==> config.mk <==
export PLATFORM = sky130hd
export DESIGN_NAME = battery_level_monitor
export DESIGN_NICKNAME = d
export VERILOG_FILES = /design/src/design/blm_pkg.sv /design/src/design/battery_level_monitor.sv
export SDC_FILE = /design/constraint.sdc
export NUM_CORES = 1
export LEC_CHECK = 0
export CAP_MARGIN = 30
export CORE_UTILIZATION = 60
export DETAILED_ROUTE_END_ITERATION = 6
export DONT_BUFFER_PORTS = 1
export GPL_ROUTABILITY_DRIVEN = 0
export PLACE_DENSITY = 0.88
export SYNTH_ARGS = -nofsm -noshare
export SYNTH_HDL_FRONTEND = slang
export SYNTH_SLANG_ARGS = --single-unit
==> constraint.sdc <==
create_clock -name clk -period 8.9 [get_ports clk]
set_input_delay 0 -clock clk [delete_from_list [all_inputs] [get_ports clk]]
set_output_delay 0 -clock clk [all_outputs]
set_load 0.01 [all_outputs]
==> src/design/blm_pkg.sv <==
// ----------------------------------------------------------------------------
// blm_pkg
// Shared types and constants for the battery level monitor.
// ----------------------------------------------------------------------------
package blm_pkg;

    // Default widths of the ADC sample and of the tick counters.
    localparam int SAMPLE_BITS_DEF = 12;
    localparam int COUNT_BITS_DEF  = 8;

    // Width of the band and tick registers.
    localparam int REG_BITS = 8;

    // Register reset values, in ADC counts or ticks.
    localparam int GOOD_LEVEL_RST   = 2792;
    localparam int LOW_LEVEL_RST    = 2528;
    localparam int DEAD_LEVEL_RST   = 2133;
    localparam int HYST_BAND_RST    = 8;
    localparam int HOLD_TICKS_RST   = 18;
    localparam int KEEPON_TICKS_RST = 6;

    // Battery level codes, as shown on the battery_level port.
    typedef enum logic [1:0] {
        LVL_GOOD = 2'd0,
        LVL_LOW  = 2'd1,
        LVL_DEAD = 2'd2
    } level_t;

    // Input item kinds.
    typedef enum logic {
        ACT_TICK    = 1'b0,
        ACT_CONVERT = 1'b1
    } action_t;

    // Configuration register indexes.
    typedef enum logic [2:0] {
        CFG_GOOD_LEVEL   = 3'd0,
        CFG_LOW_LEVEL    = 3'd1,
        CFG_DEAD_LEVEL   = 3'd2,
        CFG_HYST_BAND    = 3'd3,
        CFG_HOLD_TICKS   = 3'd4,
        CFG_KEEPON_TICKS = 3'd5
    } cfg_idx_t;

    // LED pin levels: bit 0 green, bit 1 blue, bit 2 red.
    typedef logic [2:0] led_t;

    localparam led_t LED_OFF      = 3'b000;
    localparam led_t LED_GOOD     = 3'b010;
    localparam led_t LED_LOW      = 3'b101;
    localparam led_t LED_DEAD     = 3'b100;
    localparam led_t LED_CHARGING = 3'b001;

    // LED pattern that shows a battery level.
    function automatic led_t level_leds(input level_t lvl);
        led_t pat;
        unique case (lvl)
            LVL_GOOD: pat = LED_GOOD;
            LVL_LOW:  pat = LED_LOW;
            LVL_DEAD: pat = LED_DEAD;
            default:  pat = LED_DEAD;
        endcase
        return pat;
    endfunction

endpackage

==> src/design/battery_level_monitor.sv <==
// ----------------------------------------------------------------------------
// battery_level_monitor
// Battery level tracker with hysteresis, LED pattern driver and
// manufacturing-mode entry on a long hold of both buttons.
// ----------------------------------------------------------------------------
// Every input beat (a tick or an ADC conversion) produces exactly one result
// beat, which shows in the cycle after it is accepted. The state update is a
// single pass of compare and count logic between the input handshake and the
// result register, so a new beat is accepted in every cycle while the result
// side keeps up; in_ready only drops while a result is held by out_ready low.
// Sustained rate is one beat per clock. Configuration writes take effect at
// the clock edge of the write and should be made while no beat is in flight.
module battery_level_monitor
    import blm_pkg::*;
#(
    parameter int SAMPLE_BITS = SAMPLE_BITS_DEF,
    parameter int COUNT_BITS  = COUNT_BITS_DEF
)
(
    input  logic                       clk,
    input  logic                       rst_n,

    // Configuration write port.
    input  logic                       cfg_write,
    input  logic [2:0]                 cfg_index,
    input  logic [((SAMPLE_BITS > REG_BITS) ? SAMPLE_BITS : REG_BITS)-1:0] cfg_data,

    // Input channel.
    input  logic                       in_valid,
    output logic                       in_ready,
    input  logic                       action,
    input  logic [SAMPLE_BITS-1:0]     adc_sample,
    input  logic                       charge_mode,
    input  logic                       warning_switch,
    input  logic                       charger_status,
    input  logic                       trigger_button,
    input  logic                       selector_pin,
    input  logic                       audio_idle,

    // Result channel.
    output logic                       out_valid,
    input  logic                       out_ready,
    output logic [1:0]                 battery_level,
    output logic                       led_green,
    output logic                       led_blue,
    output logic                       led_red,
    output logic                       start_conversion,
    output logic                       keep_on,
    output logic                       laser_off_pulse,
    output logic                       factory_mode
);

    localparam int CMP_BITS = (COUNT_BITS > REG_BITS) ? COUNT_BITS : REG_BITS;
    localparam int SUM_BITS = SAMPLE_BITS + 1;
    localparam logic [COUNT_BITS-1:0] COUNT_MAX = {COUNT_BITS{1'b1}};

    // Configuration registers.
    logic [SAMPLE_BITS-1:0] good_level_reg;
    logic [SAMPLE_BITS-1:0] low_level_reg;
    logic [SAMPLE_BITS-1:0] dead_level_reg;
    logic [REG_BITS-1:0]    hyst_band_reg;
    logic [REG_BITS-1:0]    hold_ticks_reg;
    logic [REG_BITS-1:0]    keepon_ticks_reg;

    // Monitor state.
    level_t                 level_reg, level_next;
    led_t                   leds_reg, leds_next;
    logic [COUNT_BITS-1:0]  trig_cnt_reg, trig_cnt_next;
    logic [COUNT_BITS-1:0]  sel_cnt_reg, sel_cnt_next;
    logic [COUNT_BITS-1:0]  fact_cnt_reg, fact_cnt_next;
    logic                   factory_reg, factory_next;
    logic                   keep_on_reg, keep_on_next;
    logic                   start_next;
    logic                   laser_next;

    // Result register.
    logic                   out_valid_reg;
    level_t                 res_level_reg;
    led_t                   res_leds_reg;
    logic                   res_start_reg;
    logic                   res_keep_on_reg;
    logic                   res_laser_reg;
    logic                   res_factory_reg;

    // Threshold compare terms.
    logic [SUM_BITS-1:0]    sample_plus_band;
    logic [SUM_BITS-1:0]    good_plus_band;
    logic [SUM_BITS-1:0]    low_plus_band;
    logic                   below_dead;
    logic                   below_good;
    logic                   above_good;
    logic                   above_low;

    // Tick counter terms.
    logic [COUNT_BITS-1:0]  trig_cnt_inc;
    logic [COUNT_BITS-1:0]  sel_cnt_inc;
    logic [COUNT_BITS-1:0]  fact_cnt_inc;
    logic                   hold_done;
    logic                   in_fire;

    assign in_ready = !out_valid_reg || out_ready;
    assign in_fire  = in_valid && in_ready;

    // Configuration writes.
    always_ff @(posedge clk or negedge rst_n)
    begin
        if (!rst_n)
        begin
            good_level_reg   <= SAMPLE_BITS'(GOOD_LEVEL_RST);
            low_level_reg    <= SAMPLE_BITS'(LOW_LEVEL_RST);
            dead_level_reg   <= SAMPLE_BITS'(DEAD_LEVEL_RST);
            hyst_band_reg    <= REG_BITS'(HYST_BAND_RST);
            hold_ticks_reg   <= REG_BITS'(HOLD_TICKS_RST);
            keepon_ticks_reg <= REG_BITS'(KEEPON_TICKS_RST);
        end
        else if (cfg_write)
        begin
            unique case (cfg_idx_t'(cfg_index))
                CFG_GOOD_LEVEL:   good_level_reg   <= cfg_data[SAMPLE_BITS-1:0];
                CFG_LOW_LEVEL:    low_level_reg    <= cfg_data[SAMPLE_BITS-1:0];
                CFG_DEAD_LEVEL:   dead_level_reg   <= cfg_data[SAMPLE_BITS-1:0];
                CFG_HYST_BAND:    hyst_band_reg    <= cfg_data[REG_BITS-1:0];
                CFG_HOLD_TICKS:   hold_ticks_reg   <= cfg_data[REG_BITS-1:0];
                CFG_KEEPON_TICKS: keepon_ticks_reg <= cfg_data[REG_BITS-1:0];
                default:          ;
            endcase
        end
    end

    // Threshold compares. For the below compares the band is moved to the sample
    // side so that a threshold below the band never fires without signed arithmetic.
    always_comb
    begin
        sample_plus_band = SUM_BITS'(adc_sample) + SUM_BITS'(hyst_band_reg);
        good_plus_band   = SUM_BITS'(good_level_reg) + SUM_BITS'(hyst_band_reg);
        low_plus_band    = SUM_BITS'(low_level_reg) + SUM_BITS'(hyst_band_reg);
        below_dead       = sample_plus_band < SUM_BITS'(dead_level_reg);
        below_good       = sample_plus_band < SUM_BITS'(good_level_reg);
        above_good       = SUM_BITS'(adc_sample) > good_plus_band;
        above_low        = SUM_BITS'(adc_sample) > low_plus_band;
    end

    // Saturating increments of the tick counters.
    always_comb
    begin
        trig_cnt_inc = (trig_cnt_reg == COUNT_MAX) ? trig_cnt_reg : trig_cnt_reg + 1'b1;
        sel_cnt_inc  = (sel_cnt_reg == COUNT_MAX) ? sel_cnt_reg : sel_cnt_reg + 1'b1;
        fact_cnt_inc = (fact_cnt_reg == COUNT_MAX) ? fact_cnt_reg : fact_cnt_reg + 1'b1;
    end

    // Next state for one input beat.
    always_comb
    begin
        level_next    = level_reg;
        leds_next     = leds_reg;
        trig_cnt_next = trig_cnt_reg;
        sel_cnt_next  = sel_cnt_reg;
        fact_cnt_next = fact_cnt_reg;
        factory_next  = factory_reg;
        keep_on_next  = keep_on_reg;
        start_next    = 1'b0;
        laser_next    = 1'b0;
        hold_done     = 1'b0;

        if (action_t'(action) == ACT_CONVERT)
        begin
            // A conversion moves the level only on a quiet, discharging reading.
            if (audio_idle && !charge_mode)
            begin
                unique case (level_reg)
                    LVL_GOOD:
                    begin
                        if (below_dead)
                        begin
                            level_next = LVL_DEAD;
                            leds_next  = LED_DEAD;
                        end
                        else if (below_good)
                        begin
                            level_next = LVL_LOW;
                            leds_next  = LED_LOW;
                        end
                        else if (above_good)
                        begin
                            leds_next  = LED_GOOD;
                        end
                    end
                    LVL_LOW:
                    begin
                        if (below_dead)
                        begin
                            level_next = LVL_DEAD;
                            leds_next  = LED_DEAD;
                        end
                        else if (above_good)
                        begin
                            level_next = LVL_GOOD;
                            leds_next  = LED_GOOD;
                        end
                    end
                    LVL_DEAD:
                    begin
                        if (above_low)
                        begin
                            level_next = LVL_LOW;
                            leds_next  = LED_LOW;
                        end
                    end
                    default: ;
                endcase
            end
        end
        else
        begin
            // Out of charge/warning mode a tick sets LEDs, may request conversion.
            if (!charge_mode && !warning_switch)
            begin
                if (!charger_status)
                begin
                    leds_next = LED_CHARGING;
                end
                else
                begin
                    leds_next  = level_leds(level_reg);
                    start_next = 1'b1;
                end
            end

            // Button hold counters: trigger is active low, selector active high.
            trig_cnt_next = trigger_button ? '0 : trig_cnt_inc;
            sel_cnt_next  = selector_pin ? sel_cnt_inc : '0;
            hold_done     = (CMP_BITS'(trig_cnt_next) >= CMP_BITS'(hold_ticks_reg)) &&
                            (CMP_BITS'(sel_cnt_next) >= CMP_BITS'(hold_ticks_reg));

            // Manufacturing entry after a long hold of both buttons.
            if (hold_done)
            begin
                level_next    = LVL_LOW;
                leds_next     = LED_LOW;
                keep_on_next  = 1'b1;
                laser_next    = 1'b1;
                factory_next  = 1'b1;
                trig_cnt_next = '0;
                sel_cnt_next  = '0;
            end

            // Manufacturing mode times keep-on off.
            if (factory_next)
            begin
                fact_cnt_next = factory_reg ? fact_cnt_inc : COUNT_BITS'(1);
                if (!factory_reg && fact_cnt_reg == COUNT_MAX)
                begin
                    fact_cnt_next = fact_cnt_inc;
                end
                if (CMP_BITS'(fact_cnt_next) >= CMP_BITS'(keepon_ticks_reg))
                begin
                    keep_on_next  = 1'b0;
                    fact_cnt_next = '0;
                end
            end
        end
    end

    // State update on each accepted beat.
    always_ff @(posedge clk or negedge rst_n)
    begin
        if (!rst_n)
        begin
            level_reg    <= LVL_GOOD;
            leds_reg     <= LED_OFF;
            trig_cnt_reg <= '0;
            sel_cnt_reg  <= '0;
            fact_cnt_reg <= '0;
            factory_reg  <= 1'b0;
            keep_on_reg  <= 1'b0;
        end
        else if (in_fire)
        begin
            level_reg    <= level_next;
            leds_reg     <= leds_next;
            trig_cnt_reg <= trig_cnt_next;
            sel_cnt_reg  <= sel_cnt_next;
            fact_cnt_reg <= fact_cnt_next;
            factory_reg  <= factory_next;
            keep_on_reg  <= keep_on_next;
        end
    end

    // Result register: loads with each accepted beat, holds while stalled.
    always_ff @(posedge clk or negedge rst_n)
    begin
        if (!rst_n)
        begin
            out_valid_reg   <= 1'b0;
            res_level_reg   <= LVL_GOOD;
            res_leds_reg    <= LED_OFF;
            res_start_reg   <= 1'b0;
            res_keep_on_reg <= 1'b0;
            res_laser_reg   <= 1'b0;
            res_factory_reg <= 1'b0;
        end
        else if (in_ready)
        begin
            out_valid_reg <= in_valid;
            if (in_valid)
            begin
                res_level_reg   <= level_next;
                res_leds_reg    <= leds_next;
                res_start_reg   <= start_next;
                res_keep_on_reg <= keep_on_next;
                res_laser_reg   <= laser_next;
                res_factory_reg <= factory_next;
            end
        end
    end

    assign out_valid        = out_valid_reg;
    assign battery_level    = res_level_reg;
    assign led_green        = res_leds_reg[0];
    assign led_blue         = res_leds_reg[1];
    assign led_red          = res_leds_reg[2];
    assign start_conversion = res_start_reg;
    assign keep_on          = res_keep_on_reg;
    assign laser_off_pulse  = res_laser_reg;
    assign factory_mode     = res_factory_reg;

endmodule

Yosys cells after proc, flatten, opt, wreduce, memory -nomap -nowiden:

Index checks and enable logic that the tools add are counted.
Widths: inputs -> output; s select.

* flip-flop bits (word level): 101
* latch bits: 0
* memory bits (writable): 0
* memory bits (read-only): 0
* input bits: 39
* output and inout bits: 11
* word-level logic and storage cells: 110
* memories: 0

* $add $sub $neg: 6
* multipliers: 0
* divide/modulo/power cells: 0
* order comparisons: 7
* equal/unequal tests: 10
* shift-type cells: 0
* muxes and demuxes: 45
* bitwise gates (word level): 1
* reduce and logical (&&, ||, !) cells: 21

Operator list (number)
* $mux 8: 12
* $add 12x8->13: 3
* $mux 3: 10
* $gt 12x13->1: 2
* $lt 13x12->1: 2
* $add 8x1->8 const B: 3
* $eq 8x8->1 const B: 3
* $ge 8x8->1: 3
* $mux 2: 8
* $reduce_and 2->1: 8
* $mux 1: 12
* $pmux 3 s3: 1
* $eq 3x2->1 const B: 2
* $eq 3x3->1 const B: 2
* $pmux 2 s3: 1
* $pmux 3 s2: 1
* $logic_and 1x1->1: 5
* $logic_not 1->1: 4
* $eq 3x1->1 const B: 1
* $logic_not 3->1: 1
* $reduce_and 3->1: 1
* $eq 2x1->1 const B: 1
* $eq 2x2->1 const B: 1
* $logic_not 2->1: 1
* 2 further kinds: 2

Longest topological paths before layout:

* depth after elaboration: 13
* gate-level depth with buffers: 17
* mapped depth without buffers: 17

Worst setup path after synthesis:

OpenSTA, ideal clock, no wires.

* path kind: register -> register
* start: reg hyst_band_reg[0]
* end: reg leds_reg[1]
* setup time: 126 ps
* arrival: 3458 ps
* path slack: 5316 ps
* cell stages (with the launch flop): 16
* cell sequence: dfrtp_1 -> ha_1 -> fa_1 -> a211oi_1 -> o21bai_1 -> a21oi_1 -> o21bai_1 -> a21oi_1 -> nor2_1 -> xor2_1 -> ha_1 -> a21oi_1 -> nor2b_1 -> or3_4 -> o311a_1 -> o32a_1

* cells in the longest elaborated chain, start to end: 8
* elaborated cells on any way between the ends: 15
* classes of those cells: add/sub (3); order compare (4); mux (8)

Ends and longest elaborated chain
* start: declaration: line battery_level_monitor.sv:61 `logic [REG_BITS-1:0] hyst_band_reg;`
* start signal: assignment: line battery_level_monitor.sv:112 `hyst_band_reg <= REG_BITS'(HYST_BAND_RST);`
* start signal: assignment: line battery_level_monitor.sv:122 `CFG_HYST_BAND: hyst_band_reg <= cfg_data[REG_BITS-1:0];`
* $add 12x8->13: line battery_level_monitor.sv:135 `good_plus_band = SUM_BITS'(good_level_reg) + SUM_BITS'(hyst_band_reg);`
* $gt 12x13->1: line battery_level_monitor.sv:139 `above_good = SUM_BITS'(adc_sample) > good_plus_band;`
* $mux 3: line battery_level_monitor.sv:183, battery_level_monitor.sv:195
* $mux 3: line battery_level_monitor.sv:178 `else if (below_good)`
* $mux 3: line battery_level_monitor.sv:173 `if (below_dead)`
* $pmux 3 s3 *: line battery_level_monitor.sv:170 `unique case (level_reg)`
* $mux 3 *: line battery_level_monitor.sv:168 `if (audio_idle && !charge_mode)`
* $mux 3 *: line battery_level_monitor.sv:165 `if (action_t'(action) == ACT_CONVERT)`
* end signal: assignment: line battery_level_monitor.sv:280 `leds_reg <= leds_next;`
* end: declaration: line battery_level_monitor.sv:67 `led_t leds_reg, leds_next;`

Every way passes the cells marked *; elsewhere a longest branch is shown, timed or not.
A chain may end at the register's enable or synchronous reset.

Final worst setup path:

* start: reg hyst_band_reg[1]
* end: reg leds_reg[0]

The elaborated chain is that of the path after synthesis.

==> flow_summary.toml <==
[status]
status = "finished, violations left"
violations = "design-rule violations"

[global_route]
grt_first_pass_wirelength_um = 31130
grt_use_total_pct = 31.70
grt_max_degree = 95
grt_antenna_before_repair = 1
overflow = 0
grt_pass1_vias = 6411

[power_and_ir_drop]
vdd_drop_max_uv = 194.7
power_leakage_uw = 0.003608
cellPowerDensity_nw_per_um2 = 234.5

[floorplan]
ios = 50
die_area_um2 = 12480
die-width_um = 111.7
rows = 39
die_h_um = 111.7
fp.coreArea_um2 = 11560
start_util_pct = 62.47

[setup_path]
endpoint_kind = "register"
path_class = "reg2reg"
crit_path_start_kind = "register"
required_ns = 9.14
worstPathArrival_ns = 4.49
crit_fanout = 7

[yosys]
synth_edf_count = 0
synth_area_um2 = 7224
ys.flop_type = "dfrtp_1"
synth_area_leader_cell = "dfrtp_1"
postSynthAreaPerCell_um2 = 9.087
ys_async_sr_fraction_pct = 100.0
synth.distinct_cells = 65
yosysWarnings = 0
synth_top_area_share_pct = 25.29
syn_inst = 795
ys_seq_area_share_pct = 32.92
yosys_register_bits = 94
synth_area_leaders = "dfrtp_1 25%, ha_1 17%, dfstp_2 7.6%, o21ai_0 5.3%, mux2_2 5.0%"
synthesis.nets = 934

[clock_tree]
cts-root-buf = "clkbuf_16"
numCtsBuffers = 9
clk_latency_ns = 0.36
tritoncts = "built"
clock-sinks = 94
clkTransAtPathRegs_ns = 0.07
cts_buffer_depth = 2
htree_levels = 3
post_cts_buffers = 0

[sta]
slew_headroom_pct = 31.10
clock.fmax_ghz = 0.2351
fin_tns_setup_ns = 0
rsz0062_at_grt = "false"
hold_violations = 0
min_period_over_period_pct = 47.80
slew_viol_final = 0
finalSetupViolCount = 0
worst_pin_slew_ns = 1.030
period_minus_slack_ns = 4.254
skew_ns = 0.007224

[placed_design]
port_buffers = 0
hpwl_um = 13690

[routing]
drc = 4
routed-via-count = 6522
finalWirelength_um = 19230
via_per_inst = 6.703
wl_per_cell_um = 19.76
antenna_left = 0
drt_iter0_drc = 576
dr.pass1.iters = 7

[final_layout]
drive_gt1_share_pct = 10.25
fin_nets = 963
nFillCells = 799
synthToLayoutAreaGrowth_pct = 10.72
finalCoreUtilization_pct = 69.17

[job]
drv_cap = 0

[hold_path]
hold_path_class = "in2reg"
-- cell usage in the layout, fill, tap and decap left out, types with 21 or more instances in the layout --
cell type      count
ha_1              97
nand2_1           87
o21ai_0           77
dfrtp_1           73
inv_1             57
a21oi_1           43
nor2_1            32
mux2_2            32
nand3_1           30
dlygate4sd3_1     29
dfstp_2           21
-- through the flow --
stage | setup slack (ns) | hold slack [ns] | area, um2 | cells | total power, uW
2_1_floorplan | 5.316 | -0.2956 | 7224 | 795 | 1234
3_3_place_gp | 5.069 | -0.2928 | 7392 | 925 | 1370
3_5_place_dp | 4.966 | -0.2937 | 7392 | 925 | 1436
4_1_cts | 4.887 | 0.001600 | 7985 | 971 | 1841
5_1_grt | 4.462 | 0.009430 | 7999 | 973 | 1998
6_report | 4.646 | 0.01504 | 7999 | 973 | 1875
-- power breakdown --
| group | switching (uW) | internal, uW |
|---|---|---|
| Combinational | 501 | 386 |
| Clock | 174 | 191 |
| Sequential | 95.7 | 528 |
-- metal layers --
| layer | vias up | global-route usage [%] | part of all wire [%] |
|---|---|---|---|
| li1 | 2965 | - | - |
| met1 | 3134 | 39.48 | 40 |
| met2 | 343 | 51.68 | 47 |
| met3 | 80 | 8.492 | 9.6 |
| met4 | 0 | 14.14 | 3.6 |
| met5 | - | 0 | 0 |
-- synth_stat cells (6+ instances only) --
library cell / count
a21oi_1: 43
nor2_1: 32
o21ai_0: 77
nand2b_1: 14
or3_1: 7
xnor2_1: 17
nand4_1: 6
xor2_1: 17
o21a_1: 11
dfrtp_1: 73
nor2b_1: 11
inv_1: 57
a211oi_1: 9
mux2_2: 32
dfstp_2: 21
nand3_1: 30
clkbuf_1: 15
ha_1: 97
nand2_1: 87
and2_1: 6
a21o_1: 11
nor3_1: 14
o211ai_1: 6
and3_1: 11
a22o_1: 9
o31ai_1: 10
-- path summary, 6_finish.rpt --
kind	from	slack, ns	endpoint	cells past startpoint
min	in_valid	0.02	level_reg[0]$_DFFE_PN0P_	2
min reg2reg	keepon_ticks_reg[7]$_DFFE_PN0P_	0.51	keepon_ticks_reg[7]$_DFFE_PN0P_	1
max reg2reg	hyst_band_reg[1]$_DFFE_PN0P_	4.65	leds_reg[0]$_DFFE_PN0P_	16
min in group asynchronous	rst_n	0.21	low_level_reg[9]$_DFFE_PN0P_	2
max in group asynchronous	rst_n	8.27	good_level_reg[11]$_DFFE_PN1P_	2
max	hyst_band_reg[1]$_DFFE_PN0P_	4.65	leds_reg[0]$_DFFE_PN0P_	16
-- worst max-delay path, stage by stage, from the launching register on --
cell,delay (ns)
dfrtp_1,0.48
ha_1,0.32
a21o_1,0.16
a21oi_1,0.24
nor2b_1,0.07
o21ai_0,0.23
a21oi_1,0.19
a41oi_1,0.38
xor2_1,0.21
ha_1,0.28
a21oi_1,0.19
nand2_1,0.08
a221oi_1,0.52
nor3_1,0.20
and3_1,0.25
a211oi_1,0.22
o211ai_1,0.10
-- cell type report --
class / instances / area, um2 / area share (%)
multi-input cells: 628 / 4598 / 57.48
flip-flops and latches: 94 / 2379 / 29.74
repair buffers: 34 / 351.6 / 4.395
clock buffers: 10 / 229.0 / 2.863
inverters: 57 / 214.0 / 2.675
well taps: 143 / 178.9 / 2.237
clock inverters: 6 / 46.29 / 0.5788
diodes: 1 / 2.502 / 0.03128
-- kinds of logic after synthesis --
| kind of cell | Yosys count | synth area share (%) |
|---|---|---|
| fa+ha+maj | 100 | 17.63 |
| xor+xnor | 34 | 4.122 |
| flops | 94 | 32.92 |
| mux | 36 | 5.542 |
| compound gates | 219 | 19.59 |
| simple gates | 239 | 16.38 |
| buf+inv | 73 | 3.810 |
-- repair_timing --
item                                    4_1_cts  5_1_grt
gates resized for setup                       0        0
hold buffers                                 30        0
endpoints found under the setup margin        0        0
hold endpoints to repair                    169        0
No activity file was read; power rests on OpenSTA's default activity.
